--- src/rtl/core/mtht_pkg.sv ---
// Shared types and constants for the motion trigger hold timer core.
// Used by every module under rtl/core; depends on nothing else.
package mtht_pkg;

  // field widths
  localparam int MOTION_WIDTH = 16;
  localparam int TIME_WIDTH   = 32;
  localparam int THR_WIDTH    = 16;
  localparam int CNT_WIDTH    = 8;
  localparam int DLY_WIDTH    = 16;

  // magnitude sum keeps one bit more than a motion component
  localparam int SUM_WIDTH = MOTION_WIDTH + 1;
  // threshold compares are made against twice the threshold
  localparam int CMP_WIDTH = (SUM_WIDTH > THR_WIDTH + 1) ? SUM_WIDTH : THR_WIDTH + 1;

  // stream payload widths, padded to whole bytes
  localparam int IN_RAW_W   = 2 * MOTION_WIDTH + TIME_WIDTH;
  localparam int IN_DATA_W  = ((IN_RAW_W + 7) / 8) * 8;
  localparam int OUT_RAW_W  = MOTION_WIDTH + 5;
  localparam int OUT_DATA_W = ((OUT_RAW_W + 7) / 8) * 8;

  // configuration register indexes
  localparam int CFG_IDX_W = 3;
  localparam logic [CFG_IDX_W-1:0] REG_MOTION_THR  = 3'd0;
  localparam logic [CFG_IDX_W-1:0] REG_FLOW_THR    = 3'd1;
  localparam logic [CFG_IDX_W-1:0] REG_FRAMES_TRIG = 3'd2;
  localparam logic [CFG_IDX_W-1:0] REG_HOLD_MS     = 3'd3;
  localparam logic [CFG_IDX_W-1:0] REG_TIMEOUT_MS  = 3'd4;
  localparam int CFG_DATA_W = 16;

  // register reset values
  localparam logic [THR_WIDTH-1:0] MOTION_THR_RST  = 16'd128;
  localparam logic [THR_WIDTH-1:0] FLOW_THR_RST    = 16'd256;
  localparam logic [CNT_WIDTH-1:0] FRAMES_TRIG_RST = 8'd3;
  localparam logic [DLY_WIDTH-1:0] HOLD_MS_RST     = 16'd5000;
  localparam logic [DLY_WIDTH-1:0] TIMEOUT_MS_RST  = 16'd1000;

  // configuration bundle
  typedef struct packed {
    logic [THR_WIDTH-1:0] motion_thr;
    logic [THR_WIDTH-1:0] flow_thr;
    logic [CNT_WIDTH-1:0] frames_trig;
    logic [DLY_WIDTH-1:0] hold_ms;
    logic [DLY_WIDTH-1:0] timeout_ms;
  } cfg_t;

  // front stage to decision stage
  typedef struct packed {
    logic                  valid;
    logic [SUM_WIDTH-1:0]  sum;
    logic [TIME_WIDTH-1:0] time_ms;
  } front_t;

endpackage

--- src/rtl/core/mtht_cfg.sv ---
// Configuration register file for the motion trigger hold timer.
// Depends on mtht_pkg for register indexes, widths and reset values.
module mtht_cfg
  import mtht_pkg::*;
(
  input  logic                  clk,
  input  logic                  rst_n,
  input  logic                  wr_en,
  input  logic [CFG_IDX_W-1:0]  wr_index,
  input  logic [CFG_DATA_W-1:0] wr_data,
  output cfg_t                  cfg
);

  cfg_t cfg_r;

  // write the addressed register, ignore unknown indexes
  always_ff @(posedge clk) begin
    if (!rst_n) begin
      cfg_r.motion_thr  <= MOTION_THR_RST;
      cfg_r.flow_thr    <= FLOW_THR_RST;
      cfg_r.frames_trig <= FRAMES_TRIG_RST;
      cfg_r.hold_ms     <= HOLD_MS_RST;
      cfg_r.timeout_ms  <= TIMEOUT_MS_RST;
    end else if (wr_en) begin
      case (wr_index)
        REG_MOTION_THR:  cfg_r.motion_thr  <= wr_data[THR_WIDTH-1:0];
        REG_FLOW_THR:    cfg_r.flow_thr    <= wr_data[THR_WIDTH-1:0];
        REG_FRAMES_TRIG: cfg_r.frames_trig <= wr_data[CNT_WIDTH-1:0];
        REG_HOLD_MS:     cfg_r.hold_ms     <= wr_data[DLY_WIDTH-1:0];
        REG_TIMEOUT_MS:  cfg_r.timeout_ms  <= wr_data[DLY_WIDTH-1:0];
        default: ;
      endcase
    end
  end

  assign cfg = cfg_r;

endmodule

--- src/rtl/core/mtht_front.sv ---
// Input register stage: captures a request and forms |x|+|y|.
// Depends on mtht_pkg for widths and the front_t bundle.
module mtht_front
  import mtht_pkg::*;
(
  input  logic                    clk,
  input  logic                    rst_n,
  input  logic                    in_valid,
  output logic                    in_ready,
  input  logic [MOTION_WIDTH-1:0] motion_x,
  input  logic [MOTION_WIDTH-1:0] motion_y,
  input  logic [TIME_WIDTH-1:0]   time_ms,
  input  logic                    advance,
  output front_t                  front
);

  logic                    valid_r, valid_nxt;
  logic [SUM_WIDTH-1:0]    sum_r, sum_nxt;
  logic [TIME_WIDTH-1:0]   time_r;
  logic [MOTION_WIDTH-1:0] mag_x, mag_y;
  logic                    take;

  // two's complement magnitude; the most negative code maps to 2^(W-1)
  assign mag_x = motion_x[MOTION_WIDTH-1] ? (~motion_x + 1'b1) : motion_x;
  assign mag_y = motion_y[MOTION_WIDTH-1] ? (~motion_y + 1'b1) : motion_y;
  assign sum_nxt = SUM_WIDTH'(mag_x) + SUM_WIDTH'(mag_y);

  // accept while the stage is empty or drains this cycle
  assign in_ready  = !valid_r || advance;
  assign take      = in_valid && in_ready;
  assign valid_nxt = take ? 1'b1 : (advance ? 1'b0 : valid_r);

  always_ff @(posedge clk) begin
    if (!rst_n) begin
      valid_r <= 1'b0;
    end else begin
      valid_r <= valid_nxt;
    end
  end

  // hold payload until the next request is taken
  always_ff @(posedge clk) begin
    if (take) begin
      sum_r  <= sum_nxt;
      time_r <= time_ms;
    end
  end

  assign front.valid   = valid_r;
  assign front.sum     = sum_r;
  assign front.time_ms = time_r;

endmodule

--- src/rtl/core/mtht_decide.sv ---
// Decision stage: threshold compares, counter, hold timer and result register.
// Depends on mtht_pkg for widths, cfg_t and front_t.
module mtht_decide
  import mtht_pkg::*;
(
  input  logic                    clk,
  input  logic                    rst_n,
  input  cfg_t                    cfg,
  input  front_t                  front,
  output logic                    advance,
  output logic                    out_valid,
  input  logic                    out_ready,
  output logic                    triggered,
  output logic [MOTION_WIDTH-1:0] motion_level,
  output logic                    moving,
  output logic                    sound_start,
  output logic                    sound_stop,
  output logic                    flow_reset
);

  // persistent state
  logic [CNT_WIDTH-1:0]  count_r, count_nxt;
  logic [TIME_WIDTH-1:0] cmark_r, cmark_nxt;
  logic [TIME_WIDTH-1:0] tmark_r, tmark_nxt;
  logic                  trig_r, trig_nxt;

  // result register
  logic                    ovalid_r, ovalid_nxt;
  logic                    o_trig_r;
  logic [MOTION_WIDTH-1:0] o_level_r;
  logic                    o_moving_r, o_start_r, o_stop_r, o_flow_r;

  logic                  step;
  logic                  is_moving, is_flow;
  logic [THR_WIDTH:0]    motion_lim, flow_lim;
  logic                  count_expired, hold_expired;
  logic [CNT_WIDTH-1:0]  count_cur;
  logic                  start_nxt, stop_nxt;
  logic [TIME_WIDTH:0]   cmark_lim, tmark_lim;
  logic [TIME_WIDTH:0]   now_ext;

  // drain the front stage whenever the result register can take a value
  assign advance = !ovalid_r || out_ready;
  assign step    = front.valid && advance;

  // compare unhalved sum against twice the threshold
  assign motion_lim = {cfg.motion_thr, 1'b0};
  assign flow_lim   = {cfg.flow_thr, 1'b0};
  assign is_moving  = CMP_WIDTH'(front.sum) > CMP_WIDTH'(motion_lim);
  assign is_flow    = CMP_WIDTH'(front.sum) > CMP_WIDTH'(flow_lim);

  // timeouts: now > mark + delay, one bit wider so nothing wraps
  assign now_ext       = {1'b0, front.time_ms};
  assign cmark_lim     = {1'b0, cmark_r} + (TIME_WIDTH+1)'(cfg.timeout_ms);
  assign tmark_lim     = {1'b0, tmark_r} + (TIME_WIDTH+1)'(cfg.hold_ms);
  assign count_expired = now_ext > cmark_lim;
  assign hold_expired  = now_ext > tmark_lim;

  // next state for one frame
  always_comb begin
    count_cur = count_expired ? '0 : count_r;
    count_nxt = count_cur;
    cmark_nxt = cmark_r;
    tmark_nxt = tmark_r;
    trig_nxt  = trig_r;
    start_nxt = 1'b0;
    stop_nxt  = 1'b0;
    if (!trig_r && is_moving) begin
      if (count_cur < cfg.frames_trig) begin
        count_nxt = count_cur + 1'b1;
        cmark_nxt = front.time_ms;
      end else begin
        tmark_nxt = front.time_ms;
        trig_nxt  = 1'b1;
        start_nxt = 1'b1;
      end
    end else if (trig_r && is_moving) begin
      tmark_nxt = front.time_ms;
    end else if (trig_r && hold_expired) begin
      trig_nxt = 1'b0;
      stop_nxt = 1'b1;
    end
    // flow reset forces the trigger off
    if (is_flow) begin
      if (trig_nxt) begin
        stop_nxt = 1'b1;
      end
      trig_nxt = 1'b0;
    end
  end

  // advance state only for a frame that moves on
  always_ff @(posedge clk) begin
    if (!rst_n) begin
      count_r <= '0;
      cmark_r <= '0;
      tmark_r <= '0;
      trig_r  <= 1'b0;
    end else if (step) begin
      count_r <= count_nxt;
      cmark_r <= cmark_nxt;
      tmark_r <= tmark_nxt;
      trig_r  <= trig_nxt;
    end
  end

  // result valid flag
  assign ovalid_nxt = step ? 1'b1 : (out_ready ? 1'b0 : ovalid_r);

  always_ff @(posedge clk) begin
    if (!rst_n) begin
      ovalid_r <= 1'b0;
    end else begin
      ovalid_r <= ovalid_nxt;
    end
  end

  // hold the result until taken
  always_ff @(posedge clk) begin
    if (step) begin
      o_trig_r   <= trig_nxt;
      o_level_r  <= front.sum[SUM_WIDTH-1:1];
      o_moving_r <= is_moving;
      o_start_r  <= start_nxt;
      o_stop_r   <= stop_nxt;
      o_flow_r   <= is_flow;
    end
  end

  assign out_valid    = ovalid_r;
  assign triggered    = o_trig_r;
  assign motion_level = o_level_r;
  assign moving       = o_moving_r;
  assign sound_start  = o_start_r;
  assign sound_stop   = o_stop_r;
  assign flow_reset   = o_flow_r;

endmodule

--- src/rtl/core/motion_trigger_hold_timer_core.sv ---
// Motion trigger hold timer: per-frame motion level, frame counter and trigger.
// Depends on mtht_pkg, mtht_cfg, mtht_front and mtht_decide.
//
// Usage:
//   in_*  : one request per camera frame: motion_x, motion_y (signed Q8.8)
//           and a millisecond timestamp. Accepted when in_tvalid && in_tready.
//   out_* : one result per request: trigger state, motion level (Q8.8),
//           moving flag, sound start/stop pulses and the flow reset pulse.
//   cfg_* : register writes (index, data), always ready; write only while
//           no request is in flight.
// From input accept to output valid a request passes the input register that
// forms |x|+|y|, then the decision logic feeding the result register.
// Throughput is one request per cycle while the receiver does not stall; the
// per-frame state is updated together with the result register.
// When the receiver stalls, the result register holds its value and the
// input register still takes one more request; then in_tready drops until
// out_tready returns. Reset clears the counter, both time marks, the trigger
// and all valid flags, and loads the registers with their defaults.
module motion_trigger_hold_timer_core
  import mtht_pkg::*;
(
  input  logic                  clk,
  input  logic                  rst_n,
  // input stream
  input  logic                  in_tvalid,
  output logic                  in_tready,
  // tdata: motion_x [15:0], motion_y [31:16], time_ms [63:32]
  input  logic [IN_DATA_W-1:0]  in_tdata,
  // result stream
  output logic                  out_tvalid,
  input  logic                  out_tready,
  // tdata: triggered [0], motion_level [16:1], moving [17], sound_start [18],
  //        sound_stop [19], flow_reset [20], zero [23:21]
  output logic [OUT_DATA_W-1:0] out_tdata,
  // configuration writes
  input  logic                  cfg_valid,
  output logic                  cfg_ready,
  input  logic [CFG_IDX_W-1:0]  cfg_index,
  input  logic [CFG_DATA_W-1:0] cfg_data
);

  cfg_t   cfg;
  front_t front;
  logic   advance;

  logic                    r_trig, r_moving, r_start, r_stop, r_flow;
  logic [MOTION_WIDTH-1:0] r_level;

  assign cfg_ready = 1'b1;

  mtht_cfg u_cfg (
    .clk      (clk),
    .rst_n    (rst_n),
    .wr_en    (cfg_valid),
    .wr_index (cfg_index),
    .wr_data  (cfg_data),
    .cfg      (cfg)
  );

  mtht_front u_front (
    .clk      (clk),
    .rst_n    (rst_n),
    .in_valid (in_tvalid),
    .in_ready (in_tready),
    .motion_x (in_tdata[MOTION_WIDTH-1:0]),
    .motion_y (in_tdata[2*MOTION_WIDTH-1:MOTION_WIDTH]),
    .time_ms  (in_tdata[2*MOTION_WIDTH+TIME_WIDTH-1:2*MOTION_WIDTH]),
    .advance  (advance),
    .front    (front)
  );

  mtht_decide u_decide (
    .clk          (clk),
    .rst_n        (rst_n),
    .cfg          (cfg),
    .front        (front),
    .advance      (advance),
    .out_valid    (out_tvalid),
    .out_ready    (out_tready),
    .triggered    (r_trig),
    .motion_level (r_level),
    .moving       (r_moving),
    .sound_start  (r_start),
    .sound_stop   (r_stop),
    .flow_reset   (r_flow)
  );

  // pack the result, padding with zeros
  assign out_tdata = OUT_DATA_W'({r_flow, r_stop, r_start, r_moving, r_level, r_trig});

endmodule

--- config.mk ---
export PLATFORM = sky130hd
export DESIGN_NAME = motion_trigger_hold_timer_core
export DESIGN_NICKNAME = d
export VERILOG_FILES = /design/src/rtl/core/mtht_pkg.sv /design/src/rtl/core/mtht_cfg.sv /design/src/rtl/core/mtht_front.sv /design/src/rtl/core/mtht_decide.sv /design/src/rtl/core/motion_trigger_hold_timer_core.sv
export SDC_FILE = /design/constraint.sdc
export NUM_CORES = 1
export LEC_CHECK = 0
export ABC_AREA = 1
export BUFFER_PORTS_ARGS = -buffer_cell sky130_fd_sc_hd__buf_2
export CORE_UTILIZATION = 55
export CTS_BUF_LIST = sky130_fd_sc_hd__clkbuf_4
export DETAILED_ROUTE_END_ITERATION = 12
export GPL_TIMING_DRIVEN = 0
export PLACE_DENSITY = 0.82
export SLEW_MARGIN = 0
export SYNTH_ARGS = -nofsm -noshare
export SYNTH_HDL_FRONTEND = slang
export SYNTH_HIERARCHICAL = 1
export SYNTH_SLANG_ARGS = --single-unit
--- constraint.sdc ---
create_clock -name clk -period 5 [get_ports clk]
set_input_delay 0.5 -clock clk [delete_from_list [all_inputs] [get_ports clk]]
set_output_delay 0.5 -clock clk [all_outputs]
set_load 0.02 [all_outputs]
==> metrics, run 1 <==
reg2reg end=u_decide/count_r[5]$_SDFFE_PN0P_; GR Util met1=0.3319; layout cell share with drive strength beyond 1=0.2217; RSZ-0062 raised after global routing=yes; routability cong.=between 0.9 and 1; status=finished, violations left; post-route insts no fill=approximately 2500; DRT antenna net count=0; Leak Pwr=7.875 nW; slowest library cell on the worst path=dfxtp_2; Syn Area/Cell=7.576 µm²; all-layer global routing usage=0.2834; worst r2r src=u_cfg/cfg[2]$_SDFFE_PN0P_; Seq. cell area=just over 0.005 mm²; CP arrival=5.74 ns; total power=around 4.7 mW; Seq cells post-synth=roughly 220; Setup Skew=between 0.05 and 0.06 ns; Worst Setup Path Type=reg -> reg; Fin. Hold Viols=0; M3 GR Usage=0.05073; Hold Path End=u_cfg/cfg[19]$_SDFFE_PN1P_; pwr dens=268.6 mW/mm²; Finish-stage setup viols=70; Clock Pin Slew Worst Setup and Hold Paths=approximately 0.07 ns; # Max-Cap Violations=0; TritonCTS Buffers=57; Ys Warns=6; vias in the first global route=12871; DIE AREA=0.02712 mm²; residual DRC count=0; grt peak-use layer=met2; Peak VDD IR=about 210 µV; most frequent CP cell=nand2_1; I/O Pins=115; worst setup path start=u_cfg/cfg[2]$_SDFFE_PN0P_; post-route setup TNS=-6.209 ns; Area Growth Syn to Fin=21.19%; vias per inst=about 5.6; CTS max path bufs=3; Crit path required time=about 5.6 ns; slew of the pin with the lowest slew margin=1.031 ns; largest net degree at the start of global routing=29; Die W=between 150 and 200 µm; CTS root buffer=clkbuf_4; Slew Viols, Final=0; WHS Path Cells=3; share of the clock period used by the worst path after layout=1.032; R2R setup slack=-0.16 ns; Post-Synthesis Cells=slightly below 2000; routed via count=~14000; fin util=0.6788; Startpoint Class=register; gr ovfl total=0; grt met2 use=0.4987; total wire length=between 40 and 50 mm; DPL Wire Length=roughly 29 mm; CTS tree=built; min Tclk post-route=approximately 5.2 ns; Final nets=between 2000 and 2500; Critical Path Max Stage Delay=between 0.3 and 0.4 ns; drt pass-1 iters=7; Multi-input gate area=slightly below 0.009 mm²; HP Class=in -> reg; sequential area share after synthesis=0.3466; DR WL/cell=16.47 µm; worst skew pair latency=roughly 0.73 ns; H-tree depth=2; initial antenna violation count=2; Rows=59; TritonCTS Sinks=217; Worst setup EP type=register; initial DRC count=approximately 1300; count of cell types in the netlist=54; commonest non-fill, non-tap cell in the layout=nand2_1; Fillers=2008; failing checks=setup timing; Max FO, Critical Path=6; PnR worst setup slack=-0.1592 ns; HP Start=cfg_data[3]; first-pass GRT wire length=around 61 mm; Fmax achieved=193.8 MHz; FF-to-FF path depth=35; Initial Utilization=0.5601; Worst Hold Margin=between 0.06 and 0.07 ns; core area=between 0.02 and 0.03 mm²; # port buffers=110; Placed Cells=about 2400; commonest cells after routing, fill and taps aside=422 x nand2_1, 211 x inv_1, 199 x nor2_1; Die H=roughly 160 µm; max_slew headroom=0.3087; Cell Area, Synth=around 0.015 mm²
[worst max path at each step]
stage | end | slack [ns] | depth (start not counted)
2_1_floorplan | u_decide/count_r[3]$_SDFFE_PN0P_ | 0.08 | 34
3_3_place_gp | u_decide/cmark_r[3]$_SDFFE_PN0P_ | -0.71 | 33
3_5_place_dp | u_decide/cmark_r[3]$_SDFFE_PN0P_ | -0.78 | 33
4_1_cts | u_decide/count_r[7]$_SDFFE_PN0P_ | 0.002 | 34
5_1_grt | u_decide/count_r[5]$_SDFFE_PN0P_ | -0.30 | 35
6_report | u_decide/count_r[5]$_SDFFE_PN0P_ | -0.16 | 35
[cell families after synthesis]
family	count (synthesis)	synth area share
AO/OA/AOI/OAI	229	0.09354
XOR/XNOR	86	0.05227
flip-flops	217	0.3466
buffers and inverters	279	0.08391
AND/OR/NAND/NOR	952	0.2875
other	2	0.0005160
adder cells (fa/ha/maj)	156	0.1357
[metal layers]
metal,vias to the layer above,wire length (µm)
met5,-,0
met4,0,2174
met3,189,3366
met2,698,20080
met1,6540,16190
li1,6795,-
[cell usage after synthesis, drive strengths merged]
| cell | number | share of area |
|---|---|---|
| o2111ai | 1 | 0.00060 |
| nor2 | 227 | 0.063 |
| a21boi | 4 | 0.0021 |
| buf | 41 | 0.023 |
| or2 | 3 | 0.0013 |
| dfxtp | 147 | 0.20 |
| nand2 | 495 | 0.14 |
| a31o | 1 | 0.00060 |
| edfxtp | 70 | 0.14 |
| nor3 | 22 | 0.0079 |
| xnor2 | 23 | 0.014 |
| o21bai | 3 | 0.0015 |
| and2 | 1 | 0.00043 |
| and3 | 2 | 0.00086 |
| o21ai | 51 | 0.018 |
| nand4 | 22 | 0.0095 |
| o21a | 1 | 0.00052 |
| xor2 | 63 | 0.038 |
| nor3b | 2 | 0.0010 |
| a31oi | 3 | 0.0013 |
| conb | 2 | 0.00052 |
| o211a | 1 | 0.00069 |
| a21oi | 150 | 0.061 |
| o31ai | 2 | 0.0010 |
| a21o | 4 | 0.0021 |
| o211ai | 3 | 0.0015 |
| fa | 3 | 0.0041 |
| inv | 221 | 0.057 |
| nand3b | 10 | 0.0052 |
| clkinv | 1 | 0.00026 |
| nor4 | 5 | 0.0021 |
| a211oi | 4 | 0.0021 |
| nand3 | 163 | 0.057 |
| a221oi | 1 | 0.00060 |
| clkbuf | 16 | 0.0041 |
| ha | 153 | 0.13 |
[area by class of cell]
cell class | instances | share of cell area
multi-input cells | 1427 | 0.5044
plain buffers | 57 | 0.02511
clock inverters | 18 | 0.004327
flip-flops and latches | 217 | 0.2867
well taps | 335 | 0.02376
inverters | 222 | 0.04795
clock buffers | 85 | 0.03618
diodes | 2 | 0.0002837
repair buffers | 175 | 0.07129
[repair_timing]
action,CTS,global route
gates resized for setup,37,148
hold endpoints to repair,34,0
setup endpoints to repair,76,76
setup buffers,11,13
gates cloned,1,5
hold buffers,34,0
pin swaps,21,62
[state kept, by name, summed over array words and instances, names as in the netlist]
name	flops
u_decide/sound_start	1
u_front/time_r	32
u_decide/out_valid	1
u_decide/tmark_r	32
u_cfg/cfg	72
u_decide/flow_reset	1
u_front/sum_r	17
u_decide/motion_level	16
u_decide/sound_stop	1
u_decide/triggered	1
u_front/valid_r	1
u_decide/count_r	8
u_decide/cmark_r	32
u_decide/moving	1
u_decide/trig_r	1
[critical path, delay by kind of cell, from the launching register on]
family	cells	cell delay (ns)
buffers and inverters	5	0.81
adder cells (fa/ha/maj)	3	0.78
XOR/XNOR	1	0.14
flip-flops	1	0.34
AO/OA/AOI/OAI	7	1.01
AND/OR/NAND/NOR	19	1.93
[power by group]
group	switching [mW]	internal, mW
Sequential	0.112	1.95
Combinational	0.687	0.446
Clock	0.768	0.777
Total	1.57	3.17
[metrics by stage]
step           area (µm²)  setup slack, ns
2_1_floorplan       14560          0.08027
3_3_place_gp        15530          -0.7063
3_5_place_dp        15560          -0.7815
4_1_cts             16860         0.001984
5_1_grt             17640          -0.2970
6_report            17640          -0.1592
Power figures use the tool's default switching activity.
==> inputs of run 2 (changes only) <==
--- a/config.mk
+++ b/config.mk
@@ -6,12 +6,13 @@
 export NUM_CORES = 1
 export LEC_CHECK = 0
 export ABC_AREA = 1
-export BUFFER_PORTS_ARGS = -buffer_cell sky130_fd_sc_hd__buf_2
+export CORE_ASPECT_RATIO = 0.7
 export CORE_UTILIZATION = 55
 export CTS_BUF_LIST = sky130_fd_sc_hd__clkbuf_4
 export DETAILED_ROUTE_END_ITERATION = 12
+export DONT_BUFFER_PORTS = 1
 export GPL_TIMING_DRIVEN = 0
-export PLACE_DENSITY = 0.82
+export PLACE_DENSITY = 0.78
 export SLEW_MARGIN = 0
 export SYNTH_ARGS = -nofsm -noshare
 export SYNTH_HDL_FRONTEND = slang
==> run 2 against run 1 <==
Effect of this change:
- sequential share of layout area rose by 1.2 points
- final cell count decreased by 3.2%
- first-iteration DRC count is 16% higher
- critical endpoint is now u_decide/tmark_r[22]$_SDFFE_PN0P_
- the flow still finishes with violations (setup timing)
- via count fell by 4.4%
- combinational power decreased by 8%
- sequential power barely moved
- global-route usage grew 1.3 points
==> metrics, run 2 (same netlist as run 1, synthesis figures left out) <==
Leak Pwr=7.382 nW (-6.3%); Fmax achieved=189.1 MHz (-2.5%); Critical Path Max Stage Delay=0.37 ns (+0.03 ns); Clock Pin Slew Worst Setup and Hold Paths=0.08 ns (about the same); largest net degree at the start of global routing=29 (unchanged); worst skew pair latency=0.73 ns (about the same); # Max-Cap Violations=0 (unchanged); Worst Hold Margin=0.04442 ns (-0.01903 ns); Peak VDD IR=192.0 µV (-10%); worst setup path start=u_cfg/cfg[2]$_SDFFE_PN0P_; Die W=196.4 µm (+19%); min Tclk post-route=5.289 ns (+0.1297 ns); routed via count=13601 (-4.4%); Initial Utilization=0.5639 (+0.003774); layout cell share with drive strength beyond 1=0.1530 (-0.06871); Crit path required time=5.65 ns (+0.07 ns); failing checks=setup timing; RSZ-0062 raised after global routing=yes; Slew Viols, Final=0 (unchanged); post-route setup TNS=-13.20 ns (-6.987 ns); core area=0.02581 mm² (-0.67%); dpl cell area=0.01504 mm² (-3.4%); CTS max path bufs=3 (unchanged); first-pass GRT wire length=63.99 mm (+5.4%); initial DRC count=1482 (+16%); H-tree depth=2 (unchanged); Startpoint Class=register; Final nets=2297 (-4.3%); initial antenna violation count=2 (unchanged); number of flip-flops in the largest register=72 (unchanged); # port buffers=0 (-100%); PnR worst setup slack=-0.2889 ns (-0.1297 ns); I/O Pins=115 (unchanged); CTS root buffer=clkbuf_4; Max FO, Critical Path=8 (+2); Worst setup EP type=register; gr ovfl total=0 (unchanged); routability cong.=0.9703 (+3.8%); commonest cells after routing, fill and taps aside=441 x nand2_1, 212 x inv_1, 200 x nor2_1; commonest non-fill, non-tap cell in the layout=nand2_1; vias in the first global route=12566 (-2.4%); Setup Skew=0.03597 ns (-0.01710 ns); max_slew headroom=0.3044 (-0.004272); Seq. cell area=0.005052 mm² (about the same); CTS tree=built; Fin. Hold Viols=0 (unchanged); Setup WS pre-CTS=-1.032 ns (-0.2506 ns); TritonCTS Sinks=217 (unchanged); DIE AREA=0.02713 mm² (about the same); slew of the pin with the lowest slew margin=1.037 ns (+0.006368 ns); HP Start=cfg_index[1]; status=finished, violations left; CP arrival=5.94 ns (+0.20 ns); total wire length=41.53 mm (-0.66%); total power=4.713 mW (-0.52%); worst r2r src=u_cfg/cfg[2]$_SDFFE_PN0P_; Worst Setup Path Type=reg -> reg; slowest library cell on the worst path=dfxtp_4; Die H=138.1 µm (-16%); DR WL/cell=16.90 µm (+2.6%); pwr dens=278.2 mW/mm² (+3.6%); DPL Wire Length=30.61 mm (+6.3%); Fillers=2118 (+5.5%); share of the clock period used by the worst path after layout=1.058 (+0.02594); Multi-input gate area=0.008698 mm² (-2.2%); vias per inst=5.536 (-1.2%); post-route cell area=0.01694 mm² (-4.0%); TritonCTS Buffers=54 (-5.3%); DRT antenna net count=0 (unchanged); Finish-stage setup viols=72 (+2.9%); HP Class=in -> reg; residual DRC count=0 (unchanged); Area Growth Syn to Fin=16.39%; drt pass-1 iters=8 (+1); all-layer global routing usage=0.2966 (+0.01321); Rows=49 (-17%)
-- run 2: final cells by class --
cell class,count,area share
clock buffers,79,0.03501
inverters,222,0.04964
multi-input cells,1427,0.5135
diodes,2,0.0002955
flip-flops and latches,217,0.2983
well taps,357,0.02637
plain buffers,57,0.02445
clock inverters,22,0.008347
repair buffers,74,0.04410
-- run 2: worst max-delay path, delay by kind of cell (launching register included) --
kind	cells	cell delay [ns]
buffers and inverters	3	0.39
AO/OA/AOI/OAI	11	1.57
flip-flops	1	0.37
XOR/XNOR	1	0.19
adder cells (fa/ha/maj)	3	0.83
AND/OR/NAND/NOR	14	1.87
-- run 2: through the flow --
step	utilization	cells
2_1_floorplan	-	1923
3_3_place_gp	0.5815	2280
3_5_place_dp	0.5827	2281
4_1_cts	0.6421	2446
5_1_grt	0.6562	2456
6_report	0.6563	2457
-- run 2: timing repair --
action	CTS	global route
hold buffers	45	1
resized for setup	51	58
setup buffers	16	7
cloned	3	2
endpoints found under the hold margin	57	1
endpoints found under the setup margin	76	76
pin swaps	28	33
-- run 2: layer usage --
metal	global-route usage	vias up	share of wire
li1	-	6581	-
met1	0.4358	6286	0.45
met2	0.4304	662	0.42
met3	0.06611	72	0.11
met4	0.09128	0	0.023
met5	0	-	0
-- run 2: path summary, 6_finish.rpt --
| check | endpoint | depth (start not counted) | slack, ns |
|---|---|---|---|
| worst max-delay path | u_decide/tmark_r[22]$_SDFFE_PN0P_ | 32 | -0.29 |
| worst min-delay path | u_cfg/cfg[42]$_SDFFE_PN0P_ | 4 | 0.04 |
| worst max register to register | u_decide/tmark_r[22]$_SDFFE_PN0P_ | 32 | -0.29 |
| worst min register to register | u_decide/motion_level[0]$_DFFE_PP_ | 0 | 0.46 |
-- run 2: report_power, final --
group	leakage [nW]	total, mW	switching (mW)	internal, mW
registers	1.87	2.07	0.119	1.95
logic	5.07	1.04	0.644	0.401
clock network	0.435	1.60	0.770	0.831
